<file path="src/rtl/ipv4cs_pkg.sv">
// ----------------------------------------------------------------------------
// ipv4cs_pkg: shared types and constants of the IPv4 checksum fill unit
// Protocol numbers, status codes, frame offsets and ones'-complement helpers.
// ----------------------------------------------------------------------------
`default_nettype none

package ipv4cs_pkg;

  localparam int unsigned POS_W = 17;

  typedef logic [POS_W-1:0] pos_t;
  typedef logic [POS_W:0]   pos_ext_t;

  typedef enum logic [2:0] {
    STATUS_SKIP   = 3'd0,
    STATUS_HEADER = 3'd1,
    STATUS_ICMP   = 3'd2,
    STATUS_TCP    = 3'd3,
    STATUS_UDP    = 3'd4
  } fill_status_e;

  localparam logic [7:0] PROTO_ICMP = 8'd1;
  localparam logic [7:0] PROTO_TCP  = 8'd6;
  localparam logic [7:0] PROTO_UDP  = 8'd17;

  localparam logic [7:0] ETYPE_HI = 8'h08;
  localparam logic [7:0] ETYPE_LO = 8'h00;

  localparam pos_t POS_ETYPE_HI = pos_t'(12);
  localparam pos_t POS_ETYPE_LO = pos_t'(13);
  localparam pos_t POS_VER_IHL  = pos_t'(14);
  localparam pos_t POS_FIRST_HW = pos_t'(15);
  localparam pos_t POS_TOT_HI   = pos_t'(16);
  localparam pos_t POS_TOT_LO   = pos_t'(17);
  localparam pos_t POS_PROTO    = pos_t'(23);
  localparam pos_t POS_HCSUM    = pos_t'(24);
  localparam pos_t POS_SRC_ADDR = pos_t'(26);
  localparam pos_t POS_DST_LAST = pos_t'(32);
  localparam pos_t POS_MAX      = {POS_W{1'b1}};

  localparam logic [6:0] ETH_HDR_LEN = 7'd14;
  localparam logic [6:0] MIN_IHL     = 7'd20;
  localparam logic [6:0] MIN_FRAME   = 7'd34;
  localparam logic [15:0] MIN_ICMP_UDP = 16'd8;
  localparam logic [15:0] MIN_TCP      = 16'd20;

  localparam logic [4:0] OFF_ICMP = 5'd2;
  localparam logic [4:0] OFF_TCP  = 5'd16;
  localparam logic [4:0] OFF_UDP  = 5'd6;

  function automatic logic [15:0] ones_add(input logic [15:0] a, input logic [15:0] b);
    logic [16:0] s;
    s = {1'b0, a} + {1'b0, b};
    return s[15:0] + {15'd0, s[16]};
  endfunction

  function automatic logic [4:0] field_offset(input logic [7:0] proto);
    logic [4:0] off;
    case (proto)
      PROTO_ICMP: off = OFF_ICMP;
      PROTO_TCP:  off = OFF_TCP;
      PROTO_UDP:  off = OFF_UDP;
      default:    off = 5'd0;
    endcase
    return off;
  endfunction

  function automatic logic has_field(input logic [7:0] proto);
    return (proto == PROTO_ICMP) || (proto == PROTO_TCP) || (proto == PROTO_UDP);
  endfunction

endpackage

`default_nettype wire

</file>
<file path="src/rtl/ipv4_checksum_fill_unit.sv">
// ----------------------------------------------------------------------------
// ipv4_checksum_fill_unit: IPv4 / ICMP / TCP / UDP transmit checksum engine
// Sums an Ethernet frame byte by byte and reports the checksums on the last word.
// ----------------------------------------------------------------------------
// The unit takes one frame byte per clock cycle, back to back, with no gap
// between frames. Each accepted word passes an input register and then
// updates the running ones'-complement sums, one 16-bit adder per sum. The
// word that carries tlast produces one result word: once it leaves the
// input register, the frame totals are captured in a snapshot register, and the
// status, the final folds and the field offset are computed into the output
// register. No other word produces a result. The unit keeps taking bytes
// while results wait on the output side; it stalls only when a frame end
// reaches the input register while both the snapshot and the output register
// still hold results.
`default_nettype none

module ipv4_checksum_fill_unit (
  input  wire logic        clk_i,
  input  wire logic        rst_ni,
  input  wire logic        s_axis_tvalid_i,
  output logic             s_axis_tready_o,
  input  wire logic [7:0]  s_axis_tdata_i,   // [7:0] frame_byte
  input  wire logic        s_axis_tlast_i,   // last_byte
  output logic             m_axis_tvalid_o,
  input  wire logic        m_axis_tready_i,
  output logic [47:0]      m_axis_tdata_o    // [2:0] fill_status, [18:3] header_checksum,
                                             // [34:19] transport_checksum,
                                             // [41:35] transport_offset, [47:42] zero
);

  // Input register.
  logic       in_valid_q;
  logic [7:0] in_byte_q;
  logic       in_last_q;

  // Frame state.
  ipv4cs_pkg::pos_t pos_q, pos_d;
  logic [15:0] hsum_q, hsum_d, hsum_n;
  logic [15:0] psum_q, psum_d, psum_n;
  logic [6:0]  ihl_q, ihl_d, ihl_n;
  logic [15:0] tot_q, tot_d, tot_n;
  logic [7:0]  proto_q, proto_d, proto_n;
  logic [15:0] udp_old_q, udp_old_d, udp_old_n;
  logic [7:0]  pend_q, pend_d, pend_n;
  logic        ipv4_q, ipv4_d, ipv4_n;

  // Snapshot of the finished frame.
  logic                 snap_valid_q;
  ipv4cs_pkg::pos_ext_t snap_len_q;
  logic                 snap_ipv4_q;
  logic [6:0]           snap_ihl_q;
  logic [15:0]          snap_tot_q;
  logic [7:0]           snap_proto_q;
  logic [15:0]          snap_hsum_q;
  logic [15:0]          snap_psum_q;
  logic [15:0]          snap_udp_old_q;

  // Output register.
  logic        out_valid_q;
  logic [47:0] out_data_q, out_data_d;

  logic out_ready, snap_ready, consume, in_ready;

  assign out_ready  = !out_valid_q || m_axis_tready_i;
  assign snap_ready = !snap_valid_q || out_ready;
  assign consume    = in_valid_q && (!in_last_q || snap_ready);
  assign in_ready   = !in_valid_q || consume;

  assign s_axis_tready_o = in_ready;
  assign m_axis_tvalid_o = out_valid_q;
  assign m_axis_tdata_o  = out_data_q;

  // Byte processing.
  ipv4cs_pkg::pos_t     hp;
  ipv4cs_pkg::pos_ext_t pos_p1, tend;
  logic [6:0]  tstart, cpos;
  logic [15:0] word, psum_add;
  logic        ihl_ok, pseudo, in_transport, even_tail, cpos_hit, psum_en;

  always_comb begin
    hp       = pos_q - ipv4cs_pkg::pos_t'(1);
    pos_p1   = ipv4cs_pkg::pos_ext_t'(pos_q) + ipv4cs_pkg::pos_ext_t'(1);
    tend     = ipv4cs_pkg::pos_ext_t'(tot_q) + ipv4cs_pkg::pos_ext_t'(ipv4cs_pkg::ETH_HDR_LEN);
    tstart   = ipv4cs_pkg::ETH_HDR_LEN + ihl_q;
    cpos     = tstart + {2'd0, ipv4cs_pkg::field_offset(proto_q)};
    word     = {pend_q, in_byte_q};
    ihl_ok   = ihl_q >= ipv4cs_pkg::MIN_IHL;
    pseudo   = (proto_q == ipv4cs_pkg::PROTO_TCP) || (proto_q == ipv4cs_pkg::PROTO_UDP);
    cpos_hit = ipv4cs_pkg::has_field(proto_q) && (hp == ipv4cs_pkg::pos_t'(cpos));

    in_transport = ihl_ok && (hp >= ipv4cs_pkg::pos_t'(tstart))
                   && (ipv4cs_pkg::pos_ext_t'(pos_q) < tend);
    even_tail    = ihl_ok && (pos_q >= ipv4cs_pkg::pos_t'(tstart)) && (pos_p1 == tend);

    ipv4_n    = ipv4_q;
    ihl_n     = ihl_q;
    tot_n     = tot_q;
    proto_n   = proto_q;
    pend_n    = pend_q;
    hsum_n    = hsum_q;
    udp_old_n = udp_old_q;
    psum_en   = 1'b0;
    psum_add  = word;

    if (pos_q == ipv4cs_pkg::POS_ETYPE_HI) begin
      ipv4_n = in_byte_q == ipv4cs_pkg::ETYPE_HI;
    end
    if (pos_q == ipv4cs_pkg::POS_ETYPE_LO && in_byte_q != ipv4cs_pkg::ETYPE_LO) begin
      ipv4_n = 1'b0;
    end
    if (pos_q == ipv4cs_pkg::POS_VER_IHL) begin
      ihl_n = {1'b0, in_byte_q[3:0], 2'b00};
    end
    if (pos_q == ipv4cs_pkg::POS_TOT_HI) begin
      tot_n = {in_byte_q, 8'd0};
    end
    if (pos_q == ipv4cs_pkg::POS_TOT_LO) begin
      tot_n = {tot_q[15:8], in_byte_q};
    end
    if (pos_q == ipv4cs_pkg::POS_PROTO) begin
      proto_n = in_byte_q;
    end

    if (!pos_q[0]) begin
      pend_n = in_byte_q;
      if (even_tail) begin
        psum_en  = 1'b1;
        psum_add = {in_byte_q, 8'd0};
      end
    end else if (pos_q >= ipv4cs_pkg::POS_FIRST_HW) begin
      if (ipv4cs_pkg::pos_ext_t'(pos_q) < ipv4cs_pkg::pos_ext_t'(tstart)
          && hp != ipv4cs_pkg::POS_HCSUM) begin
        hsum_n = ipv4cs_pkg::ones_add(hsum_q, word);
      end
      if (pseudo && hp >= ipv4cs_pkg::POS_SRC_ADDR && hp <= ipv4cs_pkg::POS_DST_LAST) begin
        psum_en = 1'b1;
      end
      if (in_transport) begin
        if (proto_q == ipv4cs_pkg::PROTO_UDP && cpos_hit) begin
          udp_old_n = word;
        end
        if (!cpos_hit) begin
          psum_en = 1'b1;
        end
      end
    end

    psum_n = psum_en ? ipv4cs_pkg::ones_add(psum_q, psum_add) : psum_q;

    if (in_last_q) begin
      pos_d     = '0;
      hsum_d    = '0;
      psum_d    = '0;
      ihl_d     = '0;
      tot_d     = '0;
      proto_d   = '0;
      udp_old_d = '0;
      pend_d    = '0;
      ipv4_d    = 1'b0;
    end else begin
      pos_d     = (pos_q == ipv4cs_pkg::POS_MAX) ? pos_q : pos_q + ipv4cs_pkg::pos_t'(1);
      hsum_d    = hsum_n;
      psum_d    = psum_n;
      ihl_d     = ihl_n;
      tot_d     = tot_n;
      proto_d   = proto_n;
      udp_old_d = udp_old_n;
      pend_d    = pend_n;
      ipv4_d    = ipv4_n;
    end
  end

  // Result computation from the snapshot.
  ipv4cs_pkg::fill_status_e status;
  logic [15:0] plen, hc, tc, tfold;
  logic [6:0]  toff;
  logic [17:0] tsum;
  logic [16:0] tfold1;
  logic [7:0]  proto_const;
  logic        frame_ok;

  always_comb begin
    frame_ok = snap_len_q >= ipv4cs_pkg::pos_ext_t'(ipv4cs_pkg::MIN_FRAME)
               && snap_ipv4_q
               && snap_ihl_q >= ipv4cs_pkg::MIN_IHL
               && snap_len_q >= ipv4cs_pkg::pos_ext_t'(snap_tot_q)
                                + ipv4cs_pkg::pos_ext_t'(ipv4cs_pkg::ETH_HDR_LEN)
               && snap_tot_q >= {9'd0, snap_ihl_q};
    plen        = snap_tot_q - {9'd0, snap_ihl_q};
    proto_const = (snap_proto_q == ipv4cs_pkg::PROTO_TCP) ? ipv4cs_pkg::PROTO_TCP
                                                           : ipv4cs_pkg::PROTO_UDP;
    tsum   = {2'd0, snap_psum_q} + {10'd0, proto_const} + {2'd0, plen};
    tfold1 = {1'b0, tsum[15:0]} + {15'd0, tsum[17:16]};
    tfold  = tfold1[15:0] + {15'd0, tfold1[16]};
    toff   = ipv4cs_pkg::ETH_HDR_LEN + snap_ihl_q
             + {2'd0, ipv4cs_pkg::field_offset(snap_proto_q)};

    status = ipv4cs_pkg::STATUS_SKIP;
    hc     = '0;
    tc     = '0;
    if (frame_ok) begin
      status = ipv4cs_pkg::STATUS_HEADER;
      hc     = ~snap_hsum_q;
      case (snap_proto_q)
        ipv4cs_pkg::PROTO_ICMP: begin
          if (plen >= ipv4cs_pkg::MIN_ICMP_UDP) begin
            status = ipv4cs_pkg::STATUS_ICMP;
            tc     = ~snap_psum_q;
          end
        end
        ipv4cs_pkg::PROTO_TCP: begin
          if (plen >= ipv4cs_pkg::MIN_TCP) begin
            status = ipv4cs_pkg::STATUS_TCP;
            tc     = ~tfold;
          end
        end
        ipv4cs_pkg::PROTO_UDP: begin
          if (plen >= ipv4cs_pkg::MIN_ICMP_UDP && snap_udp_old_q != 16'd0) begin
            status = ipv4cs_pkg::STATUS_UDP;
            tc     = (tfold == 16'hFFFF) ? 16'hFFFF : ~tfold;
          end
        end
        default: begin
          status = ipv4cs_pkg::STATUS_HEADER;
        end
      endcase
    end
    if (status == ipv4cs_pkg::STATUS_SKIP || status == ipv4cs_pkg::STATUS_HEADER) begin
      toff = '0;
    end
    out_data_d = {6'd0, toff, tc, hc, status};
  end

  always_ff @(posedge clk_i or negedge rst_ni) begin
    if (!rst_ni) begin
      in_valid_q   <= 1'b0;
      snap_valid_q <= 1'b0;
      out_valid_q  <= 1'b0;
      pos_q        <= '0;
      hsum_q       <= '0;
      psum_q       <= '0;
      ihl_q        <= '0;
      tot_q        <= '0;
      proto_q      <= '0;
      udp_old_q    <= '0;
      pend_q       <= '0;
      ipv4_q       <= 1'b0;
    end else begin
      if (in_ready) begin
        in_valid_q <= s_axis_tvalid_i;
      end
      if (consume) begin
        pos_q     <= pos_d;
        hsum_q    <= hsum_d;
        psum_q    <= psum_d;
        ihl_q     <= ihl_d;
        tot_q     <= tot_d;
        proto_q   <= proto_d;
        udp_old_q <= udp_old_d;
        pend_q    <= pend_d;
        ipv4_q    <= ipv4_d;
      end
      if (snap_ready) begin
        snap_valid_q <= consume && in_last_q;
      end
      if (out_ready) begin
        out_valid_q <= snap_valid_q;
      end
    end
  end

  always_ff @(posedge clk_i) begin
    if (in_ready) begin
      in_byte_q <= s_axis_tdata_i;
      in_last_q <= s_axis_tlast_i;
    end
    if (snap_ready && consume && in_last_q) begin
      snap_len_q     <= pos_p1;
      snap_ipv4_q    <= ipv4_n;
      snap_ihl_q     <= ihl_n;
      snap_tot_q     <= tot_n;
      snap_proto_q   <= proto_n;
      snap_hsum_q    <= hsum_n;
      snap_psum_q    <= psum_n;
      snap_udp_old_q <= udp_old_n;
    end
    if (out_ready && snap_valid_q) begin
      out_data_q <= out_data_d;
    end
  end

endmodule

`default_nettype wire

</file>
<file path="config.mk">
export PLATFORM = sky130hd
export DESIGN_NAME = ipv4_checksum_fill_unit
export DESIGN_NICKNAME = d
export VERILOG_FILES = /design/src/rtl/ipv4cs_pkg.sv /design/src/rtl/ipv4_checksum_fill_unit.sv
export SDC_FILE = /design/constraint.sdc
export NUM_CORES = 1
export LEC_CHECK = 0
export ABC_AREA = 1
export BUFFER_PORTS_ARGS = -buffer_cell sky130_fd_sc_hd__buf_2
export CAP_MARGIN = 20
export CELL_PAD_IN_SITES_DETAIL_PLACEMENT = 0
export CELL_PAD_IN_SITES_GLOBAL_PLACEMENT = 1
export CORE_MARGIN = 3
export CORE_UTILIZATION = 52
export DETAILED_ROUTE_END_ITERATION = 16
export PLACE_DENSITY_LB_ADDON = 0.1
export SLEW_MARGIN = 20
export SYNTH_ARGS = -nofsm -noshare
export SYNTH_HDL_FRONTEND = slang
export SYNTH_SLANG_ARGS = --single-unit
</file>
<file path="constraint.sdc">
create_clock -name clk_i -period 9.7 [get_ports clk_i]
set_input_delay 2.91 -clock clk_i [delete_from_list [all_inputs] [get_ports clk_i]]
set_output_delay 2.91 -clock clk_i [all_outputs]
set_load 0.01 [all_outputs]
</file>
Word level (Yosys, flattened, before mapping). Index checks and enable logic that the tools add are counted. Widths: inputs -> output; s select.

Register bits after elaboration: 257. Latch bits: 0. RAM bits: 0. Memory bits (read-only): 0. Input port bits: 13. Output and inout port bits: 50. Memories kept: 0.

$add $sub $neg: 18. $mul: 0. Div/mod/pow operators: 0. Magnitude comparators: 14. Eq/ne operators: 21. Shift operators: 0. Multiplexer cells: 46. Bitwise operators: 3. Reductions and logical operators: 37.

Operator list (number): $mux 16 (20); $eq 17x4->1 const B (3); $eq 17x5->1 const B (3); $add 16x1->16 (3); $not 16->16 (3); $pmux 16 s3 (1); $add 16x16->17 (2); $add 16x4->17 const B (2); $ge 17x7->1 (2); $mux 17 (2); $mux 8 (4); $pmux 5 s3 (2); $logic_and 1x1->1 (20); $add 17x1->18 const B (1); $add 17x16->18 (1); $eq 18x17->1 (1); $ge 18x17->1 (1); $ge 18x6->1 const B (1); $add 16x2->17 (1); $add 16x5->17 (1); $add 17x1->17 const B (1); $eq 17x17->1 const B (1); $eq 17x7->1 (1); $ge 17x4->1 const B (1); 32 further kinds (61).

Depth between registers and ports, before layout.
Depth after elaboration: 11. Gate-level depth with buffers: 53. Gate-level depth less buffers: 52.

Worst setup path before layout. Ideal clock, no wire load.

Kind: register to register. Start point: register snap_tot_q[0]. End point: register out_data_q[24] (netlist: m_axis_tdata_o[24]) (data pin). Setup time: 0.147 ns. Arrival: 6.466 ns. Data required time: 9.553 ns. Setup slack: 3.087 ns. Cell stages (with the launch flop): 50. Path buffers: 1. Period minus slack after synthesis: 6.613 ns. Cells stage by stage: edfxtp_1 > inv_1 > ha_1 > inv_1 > fa_1 > nand3_1 > nand2_1 > xor2_1 > inv_1 > fa_1 > inv_1 > ha_1 > nand2_2 > clkinv_1 > nand3_2 > nand2_1 > nand3_1 > nand2_1 > (+14 left out) > ha_1 > nand2_1 > nor2_1 > nand3_1 > nor2_1 > nand2_1 > nor2_4 > nand3_2 > nor2_4 > nand2_1 > nand2_1 > nand2_1 > nor2_2 > nand4_4 > buf_6 > nand2_1 > nand2_1 > a21oi_1.

Longest elaborated chain between the ends: 8. Elaborated cells on any way between the ends: 19. Classes of those cells: 5 x add/sub; 4 x order compare; 1 x eq/ne; 5 x mux; 1 x bitwise; 3 x reduce/logical.

Ends and longest elaborated chain: start, declared (RTL line ipv4_checksum_fill_unit.sv:52) `logic [15:0] snap_tot_q;`; start signal, assigned (RTL line ipv4_checksum_fill_unit.sv:281) `snap_tot_q <= tot_n;`; $sub 16x7->16 (RTL line ipv4_checksum_fill_unit.sv:189) `plen = snap_tot_q - {9'd0, snap_ihl_q};`; $add 17x16->18 (RTL line ipv4_checksum_fill_unit.sv:192) `tsum = {2'd0, snap_psum_q} + {10'd0, proto_const} + {2'd0, plen};`; $add 16x2->17 (RTL line ipv4_checksum_fill_unit.sv:193) `tfold1 = {1'b0, tsum[15:0]} + {15'd0, tsum[17:16]};`; $add 16x1->16 (RTL line ipv4_checksum_fill_unit.sv:194) `tfold = tfold1[15:0] + {15'd0, tfold1[16]};`; $eq 16x16->1 or $not 16->16 (tied branches) (RTL line ipv4_checksum_fill_unit.sv:220, ipv4_checksum_fill_unit.sv:214); $mux 16 (RTL line ipv4_checksum_fill_unit.sv:220) `tc = (tfold == 16'hFFFF) ? 16'hFFFF : ~tfold;`; $mux 16 (RTL line ipv4_checksum_fill_unit.sv:218) `if (plen >= ipv4cs_pkg::MIN_ICMP_UDP && snap_udp_old_q != 16'd0) begin`; $pmux 16 s3 (RTL line ipv4_checksum_fill_unit.sv:204) `case (snap_proto_q)`; end signal, assigned (RTL line ipv4_checksum_fill_unit.sv:288) `out_data_q <= out_data_d;`; end, declared (RTL line ipv4_checksum_fill_unit.sv:60) `logic [47:0] out_data_q, out_data_d;`.

Parallel ways exist; a longest one is shown, timed or not. A chain may end at the register's enable or synchronous reset.

Worst setup path in the final report.
Start point: register snap_ihl_q[2]. End point: register out_data_q[34] (netlist: m_axis_tdata_o[34]) (data pin).

Longest elaborated chain between the ends: 8. Elaborated cells on any way between the ends: 19. Classes of those cells: 4 x add/sub; 4 x order compare; 1 x eq/ne; 5 x mux; 1 x bitwise; 4 x reduce/logical.

Ends and longest elaborated chain: start, declared (RTL line ipv4_checksum_fill_unit.sv:51) `logic [6:0] snap_ihl_q;`; start signal, assigned (RTL line ipv4_checksum_fill_unit.sv:280) `snap_ihl_q <= ihl_n;`; $sub 16x7->16 (RTL line ipv4_checksum_fill_unit.sv:189); $add 17x16->18 (RTL line ipv4_checksum_fill_unit.sv:192); $add 16x2->17 (RTL line ipv4_checksum_fill_unit.sv:193); $add 16x1->16 (RTL line ipv4_checksum_fill_unit.sv:194); $eq 16x16->1 or $not 16->16 (tied branches) (RTL line ipv4_checksum_fill_unit.sv:220, ipv4_checksum_fill_unit.sv:214); $mux 16 (RTL line ipv4_checksum_fill_unit.sv:220); $mux 16 (RTL line ipv4_checksum_fill_unit.sv:218); $pmux 16 s3 (RTL line ipv4_checksum_fill_unit.sv:204).

Parallel ways exist; a longest one is shown, timed or not.

==> run_results.csv <==
group,metric,value,unit
status,status,"finished clean",
layout,fin_nets,2653,
placed_design,dpl_worst_slack,1790,ps
yosys,yosys_warnings,0,
yosys,yosysSeqAreaShare,0.381,
yosys,synth_edf_count,149,
timing,finalHoldViolCount,0,
die,die-area,38600,sq um
clock_network,clk_pin_slew_worst_paths,70,ps
worst_setup_path,cp_max_fo,16,
grt,antenna_found_initial,1,
timing,min_period,8000,ps
yosys,synthCells,2433,
grt,use_met3,0.0400,
die,die_w,196,um
timing,relSlewSlack,0.369,
flow_run,drv_cap,0,
clock_network,post_cts_buffers,0,
yosys,synth_area_leader_cell,"edfxtp_1",
worst_setup_path,crit_start,"snap_ihl_q[2]",
worst_setup_path,rr_startpoint,"snap_ihl_q[2]",
die,core_region_area,35700,sq um
drt,routedWlPerCell,18.1,um
worst_setup_path,arrival,8380,ps
clock_network,cts_root_buf,"clkbuf_16",
grt,grt_pass1_vias,15900,
power_and_ir_drop,p_per_area,153,nW/um^2
layout,layout-drive-gt1-share,0.0817,
clock_network,htree_levels,1,
yosys,synth_cell_types,60,
yosys,async_flop_share,0.420,
worst_setup_path,slowest_delay,370,ps
yosys,syn_area_per_cell,7.75,sq um
grt,use_met2,0.450,
grt,use_met1,0.391,
timing,max_freq,0.125,GHz
drt,antenna_left,0,
worst_hold_path,hp-start,"snap_valid_q",
worst_setup_path,required,10080,ps
timing,timing.setup.tns,0,ps
worst_setup_path,cpMostUsedCell,"nand2_1",
drt,wl,53.8,mm
clock_network,clock_path_buffers,3,
timing,worst_pin_slew,937,ps
worst_setup_path,critPathTopFamily,"simple AND/OR/NAND/NOR gates",
drt,dr.pass1.iters,6,
placed_design,io_buffers,56,
power_and_ir_drop,vdd_ir_drop_max,156,uV
worst_setup_path,path_buf_inv,2,
grt,track_usage,0.278,
clock_network,cts_buffers,30,
drt,drc,0,
die,fp.dieH,196,um
die,start_util,0.529,
drt,viasPerCell,5.52,
drt,drt_iter0_markers,1296,
grt,grt_start_max_net_pins,71,
power_and_ir_drop,leakage,10.3,nW
grt,grt_pass1_wl,85.4,mm
yosys,yosys-top-cells-area,"edfxtp_1 (24%), dfrtp_1 (14%), nand2_1 (12%)",
layout,areaGrowthSynthToFinish,9.14,%
drt,via_count,16400,
grt,overflow,0,
yosys,synth_flop_cell,"edfxtp_1",
clock_network,hold_buffers,0,
timing,maxSlewViolCount,0,
layout,diodes,0,
worst_setup_path,rrSetupSlack,1700,ps
clock_network,cts_tree,"done",
timing,fin_skew,28.2,ps
timing,setup_ws,1700,ps
worst_setup_path,cp_slowest_cell,"edfxtp_1",
placed_design,place_congestion,0.893,
clock_network,clock_latency,580,ps
worst_setup_path,worstSetupEndpointType,"flop",
placed_design,dpl.hpwl,41.0,mm
worst_hold_path,min_path_type,"flop to flop",
yosys,netlist.area_leader.share,0.237,
die,rows,69,
grt,grt_busiest_layer,"met2",
layout,largest_reg_flops,42,
timing,fin_crit_sh,0.824,
timing,setup_viol,0,
worst_setup_path,criticalPathCategory,"flop to flop",
yosys,synth-seq-cells,257,
die,num_io_pins,63,
clock_network,ctsResizeCount,0,
yosys,syn_area,18900,sq um
worst_setup_path,critPathLaunchType,"flop",
clock_network,cts_sinks,257,
timing,rsz0062_at_grt,"no",
power by group:
group	switching, mW	leakage [nW]	internal [mW]
clock network	0.491	0.482	0.644
logic	0.544	6.84	0.229
registers	0.0447	2.95	1.20
total	1.08	10.3	2.08
routing by layer:
layer | wire, um | share of wire | up-vias
li1 | - | - | 8147
met4 | 1700 | 0.032 | 0
met3 | 3110 | 0.058 | 108
met2 | 24300 | 0.45 | 501
met5 | 0 | 0 | -
met1 | 24700 | 0.46 | 7656
synth_stat cells, types with 3 or more instances:
| library cell | n |
|---|---|
| buf_4 | 8 |
| inv_2 | 12 |
| a21o_1 | 5 |
| nor2_2 | 18 |
| nor4_1 | 21 |
| nand3_1 | 161 |
| nor2_4 | 7 |
| fa_1 | 11 |
| a22o_1 | 10 |
| ha_1 | 143 |
| a211oi_1 | 7 |
| a21oi_1 | 109 |
| xor2_1 | 79 |
| edfxtp_1 | 149 |
| nand4_1 | 40 |
| dfrtp_1 | 108 |
| buf_2 | 14 |
| o21ai_0 | 124 |
| a31oi_1 | 5 |
| and2_1 | 17 |
| nand3_2 | 5 |
| o211ai_1 | 4 |
| nand2_1 | 581 |
| or2_2 | 9 |
| nor3_1 | 36 |
| o21a_1 | 3 |
| o41ai_1 | 3 |
| nand2_2 | 19 |
| o31ai_1 | 3 |
| o22ai_1 | 56 |
| xnor2_1 | 30 |
| inv_1 | 371 |
| nor2_1 | 185 |
| nand3b_1 | 19 |
| clkbuf_1 | 27 |
layout by cell type (no fill, tap or decap), types with 36 or more instances in the layout:
cell type / n
nand2_1: 581
inv_1: 370
nor2_1: 183
nand3_1: 160
edfxtp_1: 149
ha_1: 143
o21ai_0: 124
a21oi_1: 109
dfrtp_1: 108
xor2_1: 79
o22ai_1: 56
buf_2: 55
nand4_1: 40
nor3_1: 36
cell type report:
type	count	area (sq um)
Clock inverter	22	206
Multi-Input combinational cell	1744	10000
Inverter	385	1450
Fill cell	3333	15100
Clock buffer	34	786
Timing Repair Buffer	68	373
Tap cell	461	577
Sequential cell	257	7180
path summary, 6_finish.rpt:
check | endpoint | cells after the start
max | m_axis_tdata_o[34] | 49
min | m_axis_tvalid_o | 2
max reg2reg | m_axis_tdata_o[34] | 49
min reg2reg | m_axis_tvalid_o | 2
max in group asynchronous | psum_q[12] | 2
min in group asynchronous | psum_q[8] | 1
through the flow:
step / area [sq um] / hold WS [ps] / power (mW) / util / cells
5_1_grt: 20600 / 535 / 3.33 / 0.577 / 2971
6_report: 20600 / 501 / 3.16 / 0.577 / 2971
2_1_floorplan: 18900 / 434 / 1.81 / - / 2438
3_5_place_dp: 19600 / 494 / 2.03 / 0.549 / 2914
4_1_cts: 20600 / 510 / 3.17 / 0.577 / 2970
3_3_place_gp: 19600 / 491 / 2.03 / 0.549 / 2914
worst min-delay path: stages (launching register included):
cell,delay [ps]
dfrtp_1,320
inv_1,70
nand2_1,70
logic make-up (layout without fill, tap and decap cells):
family,Yosys count,after routing,share of synthesized area
AND/OR/NAND/NOR,1130,1130,0.267
buffers and inverters,437,509,0.0904
AO/OA/AOI/OAI,344,344,0.103
flip-flops,257,257,0.381
adder cells (fa/ha/maj),154,154,0.107
XOR/XNOR,110,110,0.0515
other,1,6,0.000199
No activity file was read; power rests on OpenSTA's default activity.
